## config.mk

```make
export PLATFORM = sky130hd
export DESIGN_NAME = length_prefixed_bit_receiver_unit
export DESIGN_NICKNAME = d
export VERILOG_FILES = /design/src/sv/lpbr_pkg.sv /design/src/sv/length_prefixed_bit_receiver_unit.sv
export SDC_FILE = /design/constraint.sdc
export NUM_CORES = 1
export LEC_CHECK = 0
export ABC_CLOCK_PERIOD_IN_PS = 5850
export BUFFER_PORTS_ARGS = -buffer_cell sky130_fd_sc_hd__buf_2
export CAP_MARGIN = 20
export CORE_AREA = 2 2 249 251
export CTS_CLUSTER_SIZE = 10
export DETAILED_ROUTE_END_ITERATION = 10
export DIE_AREA = 0 0 251 253
export PLACE_DENSITY_LB_ADDON = 0.08
export SLEW_MARGIN = 20
export SYNTH_ARGS = -nofsm -noshare
export SYNTH_HDL_FRONTEND = slang
export SYNTH_SLANG_ARGS = --single-unit
export TNS_END_PERCENT = 20
```

## constraint.sdc

```tcl
create_clock -name clk -period 5.85 [get_ports clk]
set_input_delay 1.17 -clock clk [delete_from_list [all_inputs] [get_ports clk]]
set_output_delay 1.17 -clock clk [all_outputs]
set_load 0.02 [all_outputs]
```

## src/sv/lpbr_pkg.sv

```systemverilog
`default_nettype none

package lpbr_pkg;

    // Header length in bytes, default for the top level parameter
    localparam int HEADER_BYTES_DEF = 4;

    // Register reset values
    localparam logic [15:0] TIMEOUT_TICKS_RST = 16'd10;
    localparam logic [30:0] MAX_LENGTH_RST    = 31'd65536;

    // Register indexes (word address bit 2)
    localparam logic REG_TIMEOUT_TICKS = 1'b0;
    localparam logic REG_MAX_LENGTH    = 1'b1;

    // Frame phase, one-hot
    typedef enum logic [2:0] {
        PH_IDLE    = 3'b001,
        PH_HEADER  = 3'b010,
        PH_PAYLOAD = 3'b100
    } phase_t;

    // Result status codes
    typedef enum logic [2:0] {
        ST_NONE     = 3'd0,
        ST_HEADER   = 3'd1,
        ST_DONE     = 3'd2,
        ST_TIMEOUT  = 3'd3,
        ST_REJECTED = 3'd4,
        ST_FOREIGN  = 3'd5
    } status_t;

    // Input word kinds
    localparam logic KIND_BIT  = 1'b0;
    localparam logic KIND_TICK = 1'b1;

endpackage

`default_nettype wire

```

## src/sv/length_prefixed_bit_receiver_unit.sv

```systemverilog
// Length-prefixed bit receiver. Each input word carries either one received
// bit (tuser = 0) with its sender id, or one timeout tick (tuser = 1); every
// input word yields exactly one result word. The first bit of a frame locks
// its sender (sender 0 never locks) and bits from other senders get status 5.
// Bits arrive MSB first; the first HEADER_BYTES bytes form a little-endian
// 32-bit length (bytes past the fourth are ignored), then the payload bytes
// are emitted as they complete, the final one with tlast. A zero length ends
// the frame at the header; a negative length or one above max_length is
// rejected. timeout_ticks ticks in a row without an accepted bit abort an
// open frame. Throughput is one word per clock: the frame state is updated
// and the result registered in the cycle the word is accepted, and an input
// word is taken whenever the output register is empty or being drained in
// the same cycle.
`default_nettype none

module length_prefixed_bit_receiver_unit #(
    parameter int HEADER_BYTES = lpbr_pkg::HEADER_BYTES_DEF
) (
    input  wire logic        clk,
    input  wire logic        rst_n,
    // Input stream
    input  wire logic        s_tvalid,
    output logic             s_tready,
    input  wire logic [23:0] s_tdata,   // [21:0] sender, [22] bit_value, [23] zero
    input  wire logic        s_tuser,   // [0] kind
    // Result stream
    output logic             m_tvalid,
    input  wire logic        m_tready,
    output logic [71:0]      m_tdata,   // [0] ack_valid, [22:1] ack_target,
                                        // [23] byte_valid, [31:24] data_byte,
                                        // [32] length_valid, [64:33] message_length,
                                        // [71:65] zero
    output logic [2:0]       m_tuser,   // [2:0] status
    output logic             m_tlast,   // last_byte
    // Configuration
    input  wire logic        psel,
    input  wire logic        penable,
    input  wire logic        pwrite,
    input  wire logic [2:0]  paddr,
    input  wire logic [31:0] pwdata,
    output logic [31:0]      prdata,
    output logic             pready
);

    // Configuration registers
    logic [15:0] timeout_ticks_reg;
    logic [30:0] max_length_reg;

    // Frame state
    lpbr_pkg::phase_t phase_reg, phase_next;
    logic [21:0] locked_sender_reg, locked_sender_next;
    logic [7:0]  shift_byte_reg, shift_byte_next;
    logic [2:0]  bit_count_reg, bit_count_next;
    logic [30:0] byte_count_reg, byte_count_next;
    logic [31:0] length_word_reg, length_word_next;
    logic [15:0] idle_ticks_reg, idle_ticks_next;

    // Result register
    logic        out_valid_reg;
    logic [71:0] out_data_reg;
    lpbr_pkg::status_t out_status_reg;
    logic        out_last_reg;

    // Result fields of the current word
    logic              res_ack;
    logic [21:0]       res_target;
    logic              res_byte_valid;
    logic [7:0]        res_byte;
    logic              res_last;
    logic              res_len_valid;
    logic [31:0]       res_len;
    lpbr_pkg::status_t res_status;

    logic        in_kind;
    logic [21:0] in_sender;
    logic        in_bit;
    logic        in_accept;
    logic [7:0]  full_byte;
    logic [30:0] byte_count_inc;
    logic [15:0] idle_ticks_inc;

    assign in_kind   = s_tuser;
    assign in_sender = s_tdata[21:0];
    assign in_bit    = s_tdata[22];

    assign s_tready  = !out_valid_reg || m_tready;
    assign in_accept = s_tvalid && s_tready;

    assign full_byte      = {shift_byte_reg[6:0], in_bit};
    assign byte_count_inc = byte_count_reg + 31'd1;
    assign idle_ticks_inc = idle_ticks_reg + 16'd1;

    // APB register file
    assign pready = 1'b1;
    assign prdata = (paddr[2] == lpbr_pkg::REG_MAX_LENGTH) ? {1'b0, max_length_reg}
                                                           : {16'd0, timeout_ticks_reg};

    always_ff @(posedge clk or negedge rst_n)
    begin
        if (!rst_n)
        begin
            timeout_ticks_reg <= lpbr_pkg::TIMEOUT_TICKS_RST;
            max_length_reg    <= lpbr_pkg::MAX_LENGTH_RST;
        end
        else if (psel && penable && pwrite && pready)
        begin
            if (paddr[2] == lpbr_pkg::REG_MAX_LENGTH)
                max_length_reg <= pwdata[30:0];
            else
                timeout_ticks_reg <= pwdata[15:0];
        end
    end

    // Frame state update and result for one word
    always_comb
    begin
        phase_next         = phase_reg;
        locked_sender_next = locked_sender_reg;
        shift_byte_next    = shift_byte_reg;
        bit_count_next     = bit_count_reg;
        byte_count_next    = byte_count_reg;
        length_word_next   = length_word_reg;
        idle_ticks_next    = idle_ticks_reg;

        res_ack        = 1'b0;
        res_target     = '0;
        res_byte_valid = 1'b0;
        res_byte       = '0;
        res_last       = 1'b0;
        res_len_valid  = 1'b0;
        res_len        = '0;
        res_status     = lpbr_pkg::ST_NONE;

        if (in_kind == lpbr_pkg::KIND_TICK)
        begin
            // silence counter, only while a frame is open
            if (phase_reg != lpbr_pkg::PH_IDLE)
            begin
                idle_ticks_next = idle_ticks_inc;
                if (idle_ticks_inc >= timeout_ticks_reg || idle_ticks_inc == 16'd0)
                    res_status = lpbr_pkg::ST_TIMEOUT;
            end
        end
        else if (locked_sender_reg != 22'd0 && in_sender != locked_sender_reg)
        begin
            res_status = lpbr_pkg::ST_FOREIGN;
        end
        else
        begin
            // idle state is already cleared; just open the frame
            if (phase_reg == lpbr_pkg::PH_IDLE)
            begin
                phase_next         = lpbr_pkg::PH_HEADER;
                locked_sender_next = in_sender;
            end
            res_ack         = 1'b1;
            res_target      = in_sender;
            idle_ticks_next = '0;
            shift_byte_next = full_byte;
            bit_count_next  = bit_count_reg + 3'd1;

            if (bit_count_reg == 3'd7)
            begin
                shift_byte_next = '0;
                if (phase_reg != lpbr_pkg::PH_PAYLOAD)
                begin
                    // header byte, little-endian into the length word
                    if (byte_count_reg < 31'd4)
                        length_word_next[{byte_count_reg[1:0], 3'b000} +: 8] =
                            length_word_reg[{byte_count_reg[1:0], 3'b000} +: 8] | full_byte;
                    byte_count_next = byte_count_inc;
                    if (byte_count_inc >= 31'(HEADER_BYTES))
                    begin
                        res_len_valid = 1'b1;
                        res_len       = length_word_next;
                        if (length_word_next == 32'd0)
                            res_status = lpbr_pkg::ST_HEADER;
                        else if (length_word_next[31] ||
                                 length_word_next[30:0] > max_length_reg)
                            res_status = lpbr_pkg::ST_REJECTED;
                        else
                        begin
                            res_status      = lpbr_pkg::ST_HEADER;
                            phase_next      = lpbr_pkg::PH_PAYLOAD;
                            byte_count_next = '0;
                        end
                    end
                end
                else
                begin
                    // payload byte
                    res_byte_valid  = 1'b1;
                    res_byte        = full_byte;
                    byte_count_next = byte_count_inc;
                    if ({1'b0, byte_count_inc} >= length_word_reg)
                    begin
                        res_last   = 1'b1;
                        res_status = lpbr_pkg::ST_DONE;
                    end
                end
            end
        end

        // any frame end returns to a cleared idle state
        if (res_status == lpbr_pkg::ST_TIMEOUT || res_status == lpbr_pkg::ST_DONE ||
            res_status == lpbr_pkg::ST_REJECTED ||
            (res_status == lpbr_pkg::ST_HEADER && phase_next != lpbr_pkg::PH_PAYLOAD))
        begin
            phase_next         = lpbr_pkg::PH_IDLE;
            locked_sender_next = '0;
            shift_byte_next    = '0;
            bit_count_next     = '0;
            byte_count_next    = '0;
            length_word_next   = '0;
            idle_ticks_next    = '0;
        end
    end

    // State registers
    always_ff @(posedge clk or negedge rst_n)
    begin
        if (!rst_n)
        begin
            phase_reg         <= lpbr_pkg::PH_IDLE;
            locked_sender_reg <= '0;
            shift_byte_reg    <= '0;
            bit_count_reg     <= '0;
            byte_count_reg    <= '0;
            length_word_reg   <= '0;
            idle_ticks_reg    <= '0;
        end
        else if (in_accept)
        begin
            phase_reg         <= phase_next;
            locked_sender_reg <= locked_sender_next;
            shift_byte_reg    <= shift_byte_next;
            bit_count_reg     <= bit_count_next;
            byte_count_reg    <= byte_count_next;
            length_word_reg   <= length_word_next;
            idle_ticks_reg    <= idle_ticks_next;
        end
    end

    // Output valid
    always_ff @(posedge clk or negedge rst_n)
    begin
        if (!rst_n)
            out_valid_reg <= 1'b0;
        else if (in_accept)
            out_valid_reg <= 1'b1;
        else if (m_tready)
            out_valid_reg <= 1'b0;
    end

    // Output payload
    always_ff @(posedge clk)
    begin
        if (in_accept)
        begin
            out_data_reg   <= {7'd0, res_len, res_len_valid, res_byte, res_byte_valid,
                               res_target, res_ack};
            out_status_reg <= res_status;
            out_last_reg   <= res_last;
        end
    end

    assign m_tvalid = out_valid_reg;
    assign m_tdata  = out_data_reg;
    assign m_tuser  = out_status_reg;
    assign m_tlast  = out_last_reg;

    // Checks
    a_phase_onehot: assert property (@(posedge clk) disable iff (!rst_n)
        $onehot(phase_reg))
        else $error("phase register not one-hot");

    a_idle_clear: assert property (@(posedge clk) disable iff (!rst_n)
        (phase_reg == lpbr_pkg::PH_IDLE) |->
            (locked_sender_reg == 22'd0 && bit_count_reg == 3'd0 &&
             byte_count_reg == 31'd0 && length_word_reg == 32'd0))
        else $error("idle with stale frame state");

    a_last_to_idle: assert property (@(posedge clk) disable iff (!rst_n)
        (in_accept && res_last) |=> (phase_reg == lpbr_pkg::PH_IDLE))
        else $error("frame still open after last byte");

    a_result_follows: assert property (@(posedge clk) disable iff (!rst_n)
        in_accept |=> out_valid_reg)
        else $error("accepted word produced no result");

    a_done_last: assert property (@(posedge clk) disable iff (!rst_n)
        (out_valid_reg && out_status_reg == lpbr_pkg::ST_DONE) |-> out_last_reg)
        else $error("message done without last byte");

endmodule

`default_nettype wire
```

# Word level (Yosys, flattened, before mapping)
# Cells that the tools add are included.
[word_totals] ramBits=0 mem_bits_ro=0 latchBits=0 register_bits=231 n_memories=0
[op_classes] shift=3 eq_ne=14 n_reduce_logical=31 magnitude_cmp=5 muxes=60 n_bitwise=5 n_mul=0 n_div=0 addsub=4
[ops] op="32-bit two-way mux" n=10
[ops] op="31-bit two-way mux" n=9
[ops] op="22-bit two-way mux" n=4
[ops] op="16-bit two-way mux" n=4
[ops] op="3-bit two-way mux" n=19
[ops] op="32-bit bitwise mux" n=1
[ops] op="31-bit by 32-bit >= comparator with 1-bit output" n=1
[ops] op="32-bit logical NOT" n=1
[ops] op="8-bit by 7-bit variable shift with 32-bit output (first input constant)" n=1
[ops] op="32-bit by 6-bit indexed part select with 8-bit output" n=1
[ops] op="8-bit by 7-bit indexed part select with 32-bit output" n=1
[ops] op="31-bit by 1-bit adder with 31-bit output (second input constant)" n=1
[ops] op="31-bit by 3-bit >= comparator with 1-bit output (second input constant)" n=1
[ops] op="31-bit > comparator" n=1
[ops] op="31-bit by 3-bit less-than comparator with 1-bit output (second input constant)" n=1
[ops] op="7-bit two-way mux" n=4
[ops] op="22-bit != test" n=1
[ops] op="22-bit nonzero test" n=1
[ops] op="16-bit by 1-bit adder with 16-bit output (second input constant)" n=1
[ops] op="16-bit >= comparator" n=1
[ops] op="16-bit logical NOT" n=1
[ops] op="8-bit bitwise OR" n=1
[ops] op="4-bit AND reduction" n=2
[ops] op="2-bit nonzero test" n=4
[ops] op="22 further kinds" n=50

# Logic depth before layout (Yosys ltp)
# Gate-level depths: netlist of run 1.
[logic_depth] ltp_word=24 depth_mapped=22 mapped_depth_nobuf=18

# Least setup slack after synthesis of run 1
# OpenSTA, ideal clock, no wires.
[synth_path] path_type="flip-flop to flip-flop" from="register byte_count_reg[0]" to="register phase_reg[2]" path_slack_ns=1.073 n_path_buf=4 arrival_time_ns=4.567 synth_period_minus_slack_ns=4.777 path_stages_with_launch=20 path_cell_list="dfrtp_1 -> buf_2 -> buf_1 -> mux4_2 -> or2_2 -> a32oi_1 -> inv_1 -> ha_1 -> nand4_1 -> or2_2 -> nor4_1 -> o31a_1 -> nor4_1 -> o21ai_0 -> nor3_1 -> a21o_1 -> buf_2 -> o22ai_2 -> buf_4 -> a21oi_1"
[synth_via] elab_chain_len=23
[synth_lines] item="start: declaration" line="length_prefixed_bit_receiver_unit.sv:54" text="logic [30:0] byte_count_reg, byte_count_next;"
[synth_lines] item="start signal: assignment" line="length_prefixed_bit_receiver_unit.sv:238" text="byte_count_reg <= byte_count_next;"
[synth_lines] item="32-bit by 6-bit indexed part select with 8-bit output" line="length_prefixed_bit_receiver_unit.sv:170" text="length_word_reg[{byte_count_reg[1:0], 3'b000} +: 8] | full_byte;"
[synth_lines] item="8-bit bitwise OR" line="length_prefixed_bit_receiver_unit.sv:170"
[synth_lines] item="8-bit by 7-bit indexed part select with 32-bit output" line="length_prefixed_bit_receiver_unit.sv:169" text="length_word_next[{byte_count_reg[1:0], 3'b000} +: 8] ="
[synth_lines] item="32-bit bitwise mux" line="length_prefixed_bit_receiver_unit.sv:169"
[synth_lines] item="32-bit two-way mux" line="length_prefixed_bit_receiver_unit.sv:168" text="if (byte_count_reg < 31'd4)"
[synth_lines] item="32-bit two-way mux" line="length_prefixed_bit_receiver_unit.sv:165" text="if (phase_reg != lpbr_pkg::PH_PAYLOAD)"
[synth_lines] item="32-bit two-way mux" line="length_prefixed_bit_receiver_unit.sv:162" text="if (bit_count_reg == 3'd7)"
[synth_lines] item="32-bit two-way mux" line="length_prefixed_bit_receiver_unit.sv:144" text="else if (locked_sender_reg != 22'd0 && in_sender != locked_sender_reg)"
[synth_lines] item="(+6 left out)"
[synth_lines] item="3-bit two-way mux" line="length_prefixed_bit_receiver_unit.sv:165"
[synth_lines] item="3-bit two-way mux" line="length_prefixed_bit_receiver_unit.sv:162"
[synth_lines] item="3-bit two-way mux" line="length_prefixed_bit_receiver_unit.sv:144"
[synth_lines] item="3-bit two-way mux" line="length_prefixed_bit_receiver_unit.sv:134" text="if (in_kind == lpbr_pkg::KIND_TICK)"
[synth_lines] item="3-bit by 2-bit equality test with 1-bit output" line="length_prefixed_bit_receiver_unit.sv:205" text="if (res_status == lpbr_pkg::ST_TIMEOUT || res_status == lpbr_pkg::ST_DONE ||"
[synth_lines] item="1-bit logical OR (2 in a row)" line="length_prefixed_bit_receiver_unit.sv:205"
[synth_lines] item="1-bit logical OR" line="length_prefixed_bit_receiver_unit.sv:206" text="res_status == lpbr_pkg::ST_REJECTED ||"
[synth_lines] item="3-bit two-way mux *" line="length_prefixed_bit_receiver_unit.sv:205"
[synth_lines] item="end signal: assignment" line="length_prefixed_bit_receiver_unit.sv:224" text="phase_reg <= lpbr_pkg::PH_IDLE;"
[synth_lines] item="end signal: assignment" line="length_prefixed_bit_receiver_unit.sv:234" text="phase_reg <= phase_next;"
[synth_lines] item="end: declaration" line="length_prefixed_bit_receiver_unit.sv:50" text="lpbr_pkg::phase_t phase_reg, phase_next;"
# Mark *: on every way between the ends. The rest lies on a longest branch, timed or not. The select of a mux whose other input is x is not followed.
# A chain may end at the register's enable or synchronous reset.

# Worst setup path after layout of run 1
[layout_path] from="register byte_count_reg[25]" to="register length_word_reg[5]"
[layout_via] elab_chain_len=21
[layout_lines] item="31-bit by 3-bit less-than comparator with 1-bit output" line="length_prefixed_bit_receiver_unit.sv:168"
[layout_lines] item="32-bit two-way mux" line="length_prefixed_bit_receiver_unit.sv:168"
[layout_lines] item="32-bit two-way mux" line="length_prefixed_bit_receiver_unit.sv:165"
[layout_lines] item="32-bit two-way mux" line="length_prefixed_bit_receiver_unit.sv:162"
[layout_lines] item="32-bit two-way mux" line="length_prefixed_bit_receiver_unit.sv:144"
[layout_lines] item="32-bit two-way mux" line="length_prefixed_bit_receiver_unit.sv:134"
[layout_lines] item="31-bit > comparator" line="length_prefixed_bit_receiver_unit.sv:179" text="length_word_next[30:0] > max_length_reg)"
[layout_lines] item="1-bit logical OR" line="length_prefixed_bit_receiver_unit.sv:178" text="else if (length_word_next[31] ||"
[layout_lines] item="(+4 left out)"
[layout_lines] item="3-bit two-way mux" line="length_prefixed_bit_receiver_unit.sv:162"
[layout_lines] item="3-bit two-way mux" line="length_prefixed_bit_receiver_unit.sv:144"
[layout_lines] item="3-bit two-way mux" line="length_prefixed_bit_receiver_unit.sv:134"
[layout_lines] item="3-bit by 2-bit equality test with 1-bit output" line="length_prefixed_bit_receiver_unit.sv:205"
[layout_lines] item="1-bit logical OR (2 in a row)" line="length_prefixed_bit_receiver_unit.sv:205"
[layout_lines] item="1-bit logical OR" line="length_prefixed_bit_receiver_unit.sv:206"
[layout_lines] item="2-bit by 1-bit != test with 1-bit output (no line) or 2-bit nonzero test (tied branches)"
[layout_lines] item="5-bit AND reduction (no line)"
[layout_lines] item="end signal: assignment" line="length_prefixed_bit_receiver_unit.sv:239" text="length_word_reg <= length_word_next;"
[layout_lines] item="end: declaration" line="length_prefixed_bit_receiver_unit.sv:55" text="logic [31:0] length_word_reg, length_word_next;"
# Parallel ways exist; a longest one is shown, timed or not. The select of a mux whose other input is x is not followed.

==> results of run 1 <==
cell families (layout without fill, tap and decap cells):
group / after synthesis / after routing / share of synthesized area [%]
adder cells (fa/ha/maj): 87 / 87 / 7.21
multiplexers: 63 / 63 / 5.25
AND/OR/NAND/NOR: 542 / 542 / 18.4
flip-flops: 231 / 231 / 40.6
AO/OA/AOI/OAI: 357 / 357 / 17.1
XOR/XNOR: 66 / 66 / 3.83
other: 2 / 10 / 0.0497
buffers and inverters: 276 / 454 / 7.58
power by group through the flow:
| stage | Sequential [mW] | Clock (mW) | Combinational, mW |
|---|---|---|---|
| after CTS | 2.02 | 2.03 | 1.83 |
| after detailed placement | 2.05 | 0 | 1.83 |
| after global placement | 2.04 | 0 | 1.81 |
| after floorplan | 2.01 | 0 | 1.15 |
| final | 2.02 | 1.97 | 1.81 |
| after global routing | 2.04 | 2.09 | 2.01 |
final cells by class:
type,instances,area (sq um),share of cell area (%)
Clock buffer,46,892,4.92
Clock inverter,12,136,0.751
Timing Repair Buffer,244,1530,8.42
Sequential cell,231,6130,33.8
Multi-Input combinational cell,1124,7900,43.5
Inverter,152,571,3.14
Tap cell,790,988,5.45
Antenna cell,1,2.50,0.0138
stage by stage:
| stage | worst slack, ns | area, sq um | util (%) | std cells |
|---|---|---|---|---|
| floorplan | 1.07 | 15100 | - | 1631 |
| global placement | 0.456 | 17100 | 28.0 | 2541 |
| detailed placement | 0.435 | 17100 | 28.0 | 2541 |
| CTS | 0.397 | 18100 | 29.7 | 2599 |
| global route | 0.0220 | 18100 | 29.7 | 2599 |
| finish | 0.536 | 18100 | 29.7 | 2600 |
worst paths after layout:
check	from	to
max	byte_count_reg[25]	length_word_reg[5]
min	timeout_ticks_reg[8]	timeout_ticks_reg[8]
max reg2reg	byte_count_reg[25]	length_word_reg[5]
min reg2reg	timeout_ticks_reg[8]	timeout_ticks_reg[8]
max in group asynchronous	rst_n	timeout_ticks_reg[6]
min in group asynchronous	rst_n	locked_sender_reg[11]
routing by layer:
metal	GRT usage, %	wire, um
met1	22.4	24700
met2	27.3	25100
met3	2.29	2280
met4	3.84	1170
met5	0	0
critical path, stage by stage, from the launching register on:
cell and delay, ns:
dfrtp_1 0.49, nor3_1 0.39, and4_1 0.41, nand3_1 0.35, a32oi_1 0.41, inv_1 0.08, ha_1 0.28, nand4_1 0.13
or2_2 0.37, nor4_1 0.41, nand2_1 0.24, mux2i_1 0.17, o21ai_0 0.10, buf_4 0.22, nor3_1 0.26, a21o_1 0.30
o22ai_4 0.10, buf_12 0.19, o31ai_1 0.24
cells in the mapped netlist (all sizes together), types with 22 or more instances:
cell,n,area (sq um)
a21oi,33,169
a32oi,25,219
and2,33,206
and3,27,169
buf,51,298
clkbuf,73,275
dfrtp,158,3950
edfxtp,69,2070
ha,87,1090
inv,151,567
mux2,49,552
nand2,164,618
nand3,42,215
nand4,42,263
nor2,77,289
nor3,56,285
nor4,32,225
o2111ai,29,254
o211ai,37,343
o21ai,92,460
o221ai,22,193
o31ai,37,278
xnor2,39,342
xor2,27,236
==> metrics.md, run 1 <==
| Metric | Value |
|---|---|
| Actual slew at the worst max-slew pin | `1.06 ns` |
| H-tree lvl count | `1` |
| Leakage | `between 8 and 9 nW` |
| Switch Pwr | `2.08 mW` |
| Fin Setup TNS | `0 ns` |
| Crit Path Class | `reg2reg` |
| Gr usage total | `16.4%` |
| CTS root buf | `clkbuf_16` |
| Seq cells post-synth | `231` |
| Initial antenna violation count | `0` |
| Hold_buf cts | `0` |
| Post-synthesis sequential area ratio | `about 41%` |
| Req. time, crit path | `roughly 6.3 ns` |
| P&R area growth vs syn | `20.2%` |
| Die Ht | `~250 um` |
| Startpoint types | `flip-flop` |
| Starting Density | `24.7%` |
| First-pass GRT wire length | `81000 um` |
| Largest net degree at the start of global routing | `90` |
| Layout cells sized above 1 | `21.6%` |
| Final nets | `1938` |
| Hpwl dp | `slightly below 40000 um` |
| Seq pwr share | `between 30% and 40%` |
| Slew headroom | `between 20% and 30%` |
| Crit-path max FO | `44` |
| Most frequent cells in the layout | `nand2_1 (163), buf_2 (163), dfrtp_1 (158)` |
| Vias/cell | `5.01` |
| Clock share of power | `34.0%` |
| Power, Total | `5.80 mW` |
| Fin. max-slew vios | `0` |
| Worst-path clk slew | `about 0.060 ns` |
| Comb power frac | `31.2%` |
| Ys async rst share | `between 70% and 80%` |
| DRT iter0 DRCs | `between 800 and 900` |
| Internal cell power | `3.71 mW` |
| Crit. End Element | `flip-flop` |
| Clock insertion delay at the later pin of the skew report | `~0.6 ns` |
| Clock Path Buffers | `3` |
| # setup viols final | `0` |
| Hold path cells | `1` |
| Yosys warnings | `0` |
| Pre-antenna DRT Iters | `5` |
| Routed wire length per instance | `20.5 um` |
| CTS tree | `yes` |
| Syn_area_per_cell | `9.30 sq um` |
| Max reg flops | `65` |
| Vias in the first global route | `13100` |
| Fmax | `between 0.15 and 0.2 GHz` |
| DIE AREA | `0.0635 sq mm` |
| PostCTS Resize Cnt | `0` |
| Die width | `approximately 250 um` |
| Hold slack | `~0.5 ns` |
| Core Box Area | `~0.061 sq mm` |
| CTS sink count | `about 230` |
| Post-synth EDFFs | `69` |
| Final wirelength | `53300 um` |
| MaxCap Viol Count | `0` |
| Pwr Density | `319 mW/mm^2` |
| Top_reg_cell synth | `dfrtp_1` |
| RD Place Congestion | `about 0.85` |
| Hold Fails Final Rpt | `0` |
| Fin crit period | `5.31 ns` |
| Filler Cell Count | `around 6500` |
| Outcome | `finished, final reports clean` |
| DRC violation count after routing | `0` |
| Reg2Reg Depth | `18` |
| Post-Synthesis Cells | `1624` |
| Hold Path Class | `reg2reg` |
| CTS Buf Count | `31` |
| Gr ovfl total | `0` |
| Antenna-violating nets left | `0` |
| Ports | `approximately 180` |
| IO buf count | `164` |
| DR vias | `13000` |
| Switching Share | `36.0%` |
| Final cycle utilization of the critical path | `90.8%` |
| Worst reg2reg setup slack | `between 0.5 and 0.6 ns` |
| Setup Fix Bufs, Post-CTS | `0` |
| Rows | `91` |
| RSZ-0062 raised after global routing | `no` |
| Synth Cell Area | `0.0151 sq mm` |
| Clock skew | `0.0200 ns` |
| Peak supply drop | `around 0.25 mV` |
| Unique masters post-synth | `75` |
| Critical Path AT | `5.80 ns` |
(Power assumes the default switching activity.)
==> inputs of run 2 (changes only) <==
==> constraint.sdc (replaced) <==
create_clock -name clk -period 5.85 [get_ports clk]
set_input_delay 0.585 -clock clk [delete_from_list [all_inputs] [get_ports clk]]
set_output_delay 0.585 -clock clk [all_outputs]
set_load 0.02 [all_outputs]
==> run 2 against run 1 <==
  * Global-route usage rose by 0.26 points
  * Sequential cell count did not move
  * Die area did not move
  * Register-to-register slack got worse by 0.04 ns
  * First-iteration DRC count fell by 4.4%
  * Critical path depth rose by 1
  * Final area rose by 0.45%
  * Clock skew rose by 0.014 ns
  * Sequential share of layout area fell by 0.15 points
  * Power rose by 1.8%
  * Via count barely moved
  * Maximum frequency fell by 0.73%
  * Largest power group is now clock
  * Highest routed layer unchanged
==> metrics.md, run 2 (synthesized netlist as in run 1, its figures left out) <==
| Metric | Value |
|---|---|
| Pre-antenna DRT Iters | `5 (unchanged)` |
| P&R area growth vs syn | `20.8%` |
| Hold Path Class | `in2reg` |
| Core Box Area | `0.0610 sq mm (unchanged)` |
| Startpoint types | `flip-flop` |
| Reg area | `0.00613 sq mm (unchanged)` |
| DIE AREA | `0.0635 sq mm (unchanged)` |
| CTS tree | `yes` |
| Filler Cell Count | `6511 (+0.45%)` |
| Worst reg2reg setup slack | `0.50 ns (-0.04 ns)` |
| MaxCap Viol Count | `0 (unchanged)` |
| Pre-CTS WS | `0.309 ns (-0.126 ns)` |
| Fin. max-slew vios | `0 (unchanged)` |
| Die width | `251 um (unchanged)` |
| Hold path cells | `2 (+1)` |
| Actual slew at the worst max-slew pin | `0.969 ns (-0.0907 ns)` |
| First-pass GRT wire length | `81300 um (+0.43%)` |
| Pwr Density | `324 mW/mm^2 (+1.3%)` |
| Leakage | `8.13 nW (+0.67%)` |
| Initial antenna violation count | `1 (+1)` |
| Clock skew | `0.0343 ns (+0.0143 ns)` |
| Layout cells sized above 1 | `22.0% (+0.42 points)` |
| Largest net degree at the start of global routing | `65 (-28%)` |
| Outcome | `finished, final reports clean` |
| Layout Cells excl Fill | `2606 (+0.23%)` |
| Worst-path clk slew | `0.06 ns (about the same)` |
| Crit-path max FO | `54 (+23%)` |
| Peak supply drop | `0.184 mV (-27%)` |
| Worst path top cell family by delay | `compound AO/OA/AOI/OAI gates` |
| H-tree lvl count | `2 (+1)` |
| Crit-path cells | `buf_4, ha_1, nand3_1, nor4_1, buf_4, and3_1, nand3_1, xnor2_1, ha_1, a21o_1, a21oi_1, o22a_1, inv_1, a2111oi_0, o21ai_0, a31oi_4, buf_12, o211ai_2, o21ai_0` |
| Starting Density | `24.7% (unchanged)` |
| Worst hold start | `s_tvalid` |
| RR Endpoint | `byte_count_reg[12]` |
| Hold Fails Final Rpt | `0 (unchanged)` |
| Fin crit period | `5.35 ns (+0.0389 ns)` |
| Hpwl dp | `38600 um (+0.31%)` |
| Gr usage total | `16.6% (+0.26 points)` |
| RD Place Congestion | `0.842 (-1.2%)` |
| Vias in the first global route | `13100 (+0.24%)` |
| Critical Path AT | `5.78 ns (-0.02 ns)` |
| Routed wire length per instance | `20.4 um (-0.27%)` |
| Rows | `91 (unchanged)` |
| CP Buf/Inv Count | `4 (+1)` |
| Clock Path Buffers | `3 (unchanged)` |
| Fmax | `0.187 GHz (-0.73%)` |
| Reg2reg start | `byte_count_reg[0]` |
| DR vias | `13000 (-0.046%)` |
| Fin Setup TNS | `0 ns (unchanged)` |
| Clock insertion delay at the later pin of the skew report | `0.54 ns (-0.06 ns)` |
| Final cycle utilization of the critical path | `91.5% (+0.66 points)` |
| Max reg flops | `65 (unchanged)` |
| Vias/cell | `5.00 (-0.28%)` |
| Post-placement cell count | `2543 (+0.079%)` |
| Crit Path Class | `reg2reg` |
| IO buf count | `164 (unchanged)` |
| Antenna-violating nets left | `0 (unchanged)` |
| Gr ovfl total | `0 (unchanged)` |
| Ports | `178 (unchanged)` |
| Slew headroom | `35.4% (+6.6 points)` |
| Final wirelength | `53200 um (about the same)` |
| Area of the multi-input gates | `0.00791 sq mm (about the same)` |
| Most frequent cells in the layout | `nand2_1 (163), buf_2 (163), dfrtp_1 (158)` |
| DRC violation count after routing | `0 (unchanged)` |
| Req. time, crit path | `6.28 ns (-0.06 ns)` |
| Slowest cell on crit path | `a2111oi_0` |
| CTS sink count | `231 (unchanged)` |
| RSZ-0062 raised after global routing | `no` |
| DRT iter0 DRCs | `829 (-4.4%)` |
| Reg2Reg Depth | `19 (+1)` |
| CTS root buf | `clkbuf_16` |
| Final WS setup | `0.497 ns (-0.0389 ns)` |
| Die Ht | `253 um (unchanged)` |
| # setup viols final | `0 (unchanged)` |
| CTS Buf Count | `34 (+9.7%)` |
| Crit. End Element | `flip-flop` |
| Hold Crit Endpoint | `m_tvalid` |
| Final nets | `1945 (+0.36%)` |
| Slowest stage delay, CP | `0.47 ns (-0.02 ns)` |
==> run 2: cell types whose count changed in the layout (fill, tap and decap cells not counted), moves of 2 or more <==
cell	previous run	this run
clkinv_2	3	8
clkinv_1	5	3
clkbuf_16	31	34
buf_4	72	75
clkbuf_8	6	3
==> run 2: layout make-up <==
class,count,share of cell area [%]
Clock buffer,46,5.08
Tap cell,790,5.42
Inverter,152,3.13
Timing Repair Buffer,248,8.51
Antenna cell,1,0.0137
Sequential cell,231,33.6
Clock inverter,14,0.844
Multi-Input combinational cell,1124,43.4
==> run 2: power breakdown <==
group / switching [mW] / total (mW) / internal (mW)
clock network: 0.817 / 2.06 / 1.24
registers: 0.172 / 2.02 / 1.85
logic: 1.13 / 1.82 / 0.694
==> run 2: worst register-to-register path, delay by kind of cell, from the launching register on <==
kind                     cells  cell delay [ns]
buffers and inverters        4             0.81
XOR/XNOR                     1             0.35
AND/OR/NAND/NOR              4             0.88
AO/OA/AOI/OAI                8             2.21
adder cells (fa/ha/maj)      2             0.63
flip-flops                   1             0.39
==> run 2: repair_timing <==
action,4_1_cts,5_1_grt
setup endpoints to repair,0,30
setup buffers,0,0
hold buffers,1,0
resized for setup,0,1
endpoints found under the hold margin,9,0
==> run 2: how the worst max path moves through the flow <==
stage | start | to | slack, ns | depth (start not counted)
final | byte_count_reg[0] | byte_count_reg[12] | 0.50 | 19
after detailed placement | byte_count_reg[23] | length_word_reg[21] | 0.31 | 19
after floorplan | byte_count_reg[0] | phase_reg[2] | 1.07 | 19
after CTS | byte_count_reg[23] | length_word_reg[7] | 0.27 | 19
after global routing | byte_count_reg[0] | byte_count_reg[12] | 0.03 | 19
after global placement | byte_count_reg[23] | phase_reg[0] | 0.31 | 19
==> run 2: metal layers <==
| layer | global-route usage (%) | wire length, um | vias up |
|---|---|---|---|
| met5 | 0 | 0 | - |
| met4 | 5.20 | 1320 | 0 |
| met3 | 2.56 | 2240 | 72 |
| met2 | 27.0 | 24700 | 302 |
| met1 | 22.7 | 24900 | 6417 |
| li1 | - | - | 6235 |
==> run 2: per-stage QoR <==
stage          total power [mW]  hold slack [ns]  util (%)  cell area (sq um)
2_1_floorplan              3.16            0.289         -              15100
3_3_place_gp               3.86            0.488      28.0              17100
3_5_place_dp               3.88            0.493      28.0              17100
4_1_cts                    6.00            0.219      29.8              18200
5_1_grt                    6.26            0.233      29.9              18200
6_report                   5.90            0.248      29.9              18200
==> inputs of run 3 (changes only) <==
- CORE_AREA: 2 2 249 251 -> 2 2 228 275
- DIE_AREA: 0 0 251 253 -> 0 0 230 277
==> run 3 against run 2 <==
  * The run now ends with negative hold slack left
  * Critical endpoint is now length_word_reg[6]
  * Critical path type unchanged
  * Non-clock buffer count is 4 higher
  * Critical path depth shrank 1
  * First-iteration DRC count shrank 2.2%
  * Utilization fell by 0.061 points
  * Highest routed layer unchanged
  * Register-to-register slack about the same
==> metrics.md, run 3 (synthesized netlist as in run 1, its figures left out) <==
| Metric | Value |
|---|---|
| Outcome | `finished with violations` |
| Failing checks | `negative hold slack` |
| Rows | `100 (+9.9%)` |
| Crit. End Element | `flip-flop` |
| Fin crit period | `5.36 ns (+0.00863 ns)` |
| CTS root buf | `clkbuf_16` |
| Crit-path max FO | `44 (-19%)` |
| Reg2reg start | `byte_count_reg[13]` |
| Post-DP Area | `0.0172 sq mm (+0.53%)` |
| CTS Buf Count | `31 (-8.8%)` |
| DIE AREA | `0.0637 sq mm (+0.33%)` |
| Reg2Reg Depth | `18 (-1)` |
| RR Endpoint | `length_word_reg[6]` |
| # setup viols final | `0 (unchanged)` |
| Gr usage total | `17.6% (+0.98 points)` |
| Clock insertion delay at the later pin of the skew report | `0.61 ns (+0.07 ns)` |
| MaxCap Viol Count | `0 (unchanged)` |
| Fmax | `0.187 GHz (-0.16%)` |
| Die Ht | `277 um (+9.5%)` |
| Routed wire length per instance | `21.6 um (+5.7%)` |
| Filler Cell Count | `6579 (+1.0%)` |
| Pre-CTS WS | `0.585 ns (+0.276 ns)` |
| Critical Path AT | `5.87 ns (+0.09 ns)` |
| Final cycle utilization of the critical path | `91.6% (+0.15 points)` |
| Req. time, crit path | `6.36 ns (+0.08 ns)` |
| Largest net degree at the start of global routing | `92 (+42%)` |
| Leakage | `8.14 nW (+0.18%)` |
| Hold_buf cts | `0 (-1)` |
| Most frequent cells in the layout | `nand2_1 (163), buf_2 (163), dfrtp_1 (158)` |
| Initial antenna violation count | `1 (unchanged)` |
| P&R area growth vs syn | `21.1%` |
| Startpoint types | `flip-flop` |
| Final nets | `1946 (+0.051%)` |
| Core Box Area | `0.0613 sq mm (+0.46%)` |
| Final WS setup | `0.489 ns (-0.00863 ns)` |
| Die width | `230 um (-8.4%)` |
| RSZ-0062 raised after global routing | `no` |
| First-pass GRT wire length | `86800 um (+6.8%)` |
| Layout cells sized above 1 | `22.0% (-0.024 points)` |
| DR vias | `13000 (-0.23%)` |
| Final Util | `29.8% (-0.061 points)` |
| Max reg flops | `65 (unchanged)` |
| Pre-antenna DRT Iters | `5 (unchanged)` |
| Peak supply drop | `0.246 mV (+34%)` |
| Worst-path clk slew | `0.06 ns (about the same)` |
| CTS tree | `yes` |
| Post-placement cell count | `2575 (+1.3%)` |
| DRC violation count after routing | `0 (unchanged)` |
| Final wirelength | `56900 um (+6.9%)` |
| Clock skew | `0.0108 ns (-0.0235 ns)` |
| Fin. max-slew vios | `0 (unchanged)` |
| PostCTS Resize Cnt | `0 (unchanged)` |
| Crit Path Class | `reg2reg` |
| Gr ovfl total | `0 (unchanged)` |
| Pwr Density | `322 mW/mm^2 (-0.55%)` |
| Actual slew at the worst max-slew pin | `1.02 ns (+0.0493 ns)` |
| Starting Density | `24.6% (-0.11 points)` |
| CTS sink count | `231 (unchanged)` |
| Fin Setup TNS | `0 ns (unchanged)` |
| Hpwl dp | `41600 um (+7.8%)` |
| Layout Cells excl Fill | `2634 (+1.1%)` |
| Clock Path Buffers | `3 (unchanged)` |
| Antenna-violating nets left | `0 (unchanged)` |
| Hold slack | `-0.0235 ns (-0.271 ns)` |
| RD Place Congestion | `0.874 (+3.8%)` |
| Hold Path Class | `in2async` |
| Vias/cell | `4.93 (-1.3%)` |
| H-tree lvl count | `1 (-1)` |
| Ports | `178 (unchanged)` |
| Slew headroom | `31.8% (-3.6 points)` |
| Final Cell Area | `0.0183 sq mm (+0.25%)` |
| Hold Fails Final Rpt | `4 (+4)` |
| IO buf count | `164 (unchanged)` |
| DRT iter0 DRCs | `811 (-2.2%)` |
| Worst reg2reg setup slack | `0.49 ns (about the same)` |
| Vias in the first global route | `13400 (+2.5%)` |
| Setup Fix Bufs, Post-CTS | `0 (unchanged)` |
==> run 3: stage by stage <==
stage          power [mW]  hold WS [ns]
3_5_place_dp         3.89         0.493
4_1_cts              5.97        0.0382
6_report             5.88       -0.0235
3_3_place_gp         3.87         0.489
2_1_floorplan        3.16         0.289
5_1_grt              6.21        0.0416
==> run 3: how the worst max path moves through the flow <==
stage	start	endpoint	cells after the start
floorplan	byte_count_reg[0]	phase_reg[2]	19
global placement	byte_count_reg[13]	length_word_reg[6]	18
detailed placement	byte_count_reg[13]	length_word_reg[7]	18
CTS	byte_count_reg[13]	length_word_reg[3]	18
global route	byte_count_reg[13]	length_word_reg[27]	18
finish	byte_count_reg[13]	length_word_reg[6]	18
==> run 3: cell type report <==
type | instances | area, sq um | area share (%)
Timing Repair Buffer | 252 | 1590 | 8.69
Multi-Input combinational cell | 1124 | 7900 | 43.2
Clock buffer | 50 | 938 | 5.13
Clock inverter | 8 | 130 | 0.712
Inverter | 152 | 572 | 3.13
Antenna cell | 1 | 2.50 | 0.0137
Tap cell | 816 | 1020 | 5.59
Sequential cell | 231 | 6130 | 33.5
==> run 3: critical path: stages, from the launching register on <==
cell     delay (ns)
dfrtp_1        0.47
nor4_1         0.61
and4_1         0.37
buf_4          0.19
nand3_1        0.16
a32oi_1        0.65
inv_1          0.13
ha_1           0.21
a21o_1         0.17
a21o_1         0.17
a221o_1        0.33
nor4_1         0.29
o21ai_0        0.13
buf_4          0.22
nor3_1         0.29
a21o_1         0.31
o22ai_4        0.10
buf_12         0.19
o31ai_1        0.23
==> run 3: power by group <==
group          switching (mW)  leakage (nW)  total, mW  internal (mW)
clock network           0.803         0.525       2.03           1.23
logic                    1.12          4.91       1.81          0.698
registers               0.196          2.70       2.04           1.85
total                    2.11          8.14       5.88           3.77
==> run 3: layer usage <==
metal | vias to the layer above | part of all wire, % | global-route usage (%)
met1 | 6448 | 43 | 21.8
met4 | 0 | 2.3 | 4.45
li1 | 6235 | - | -
met5 | - | 0 | 0
met2 | 249 | 52 | 32.0
met3 | 64 | 3.5 | 2.14
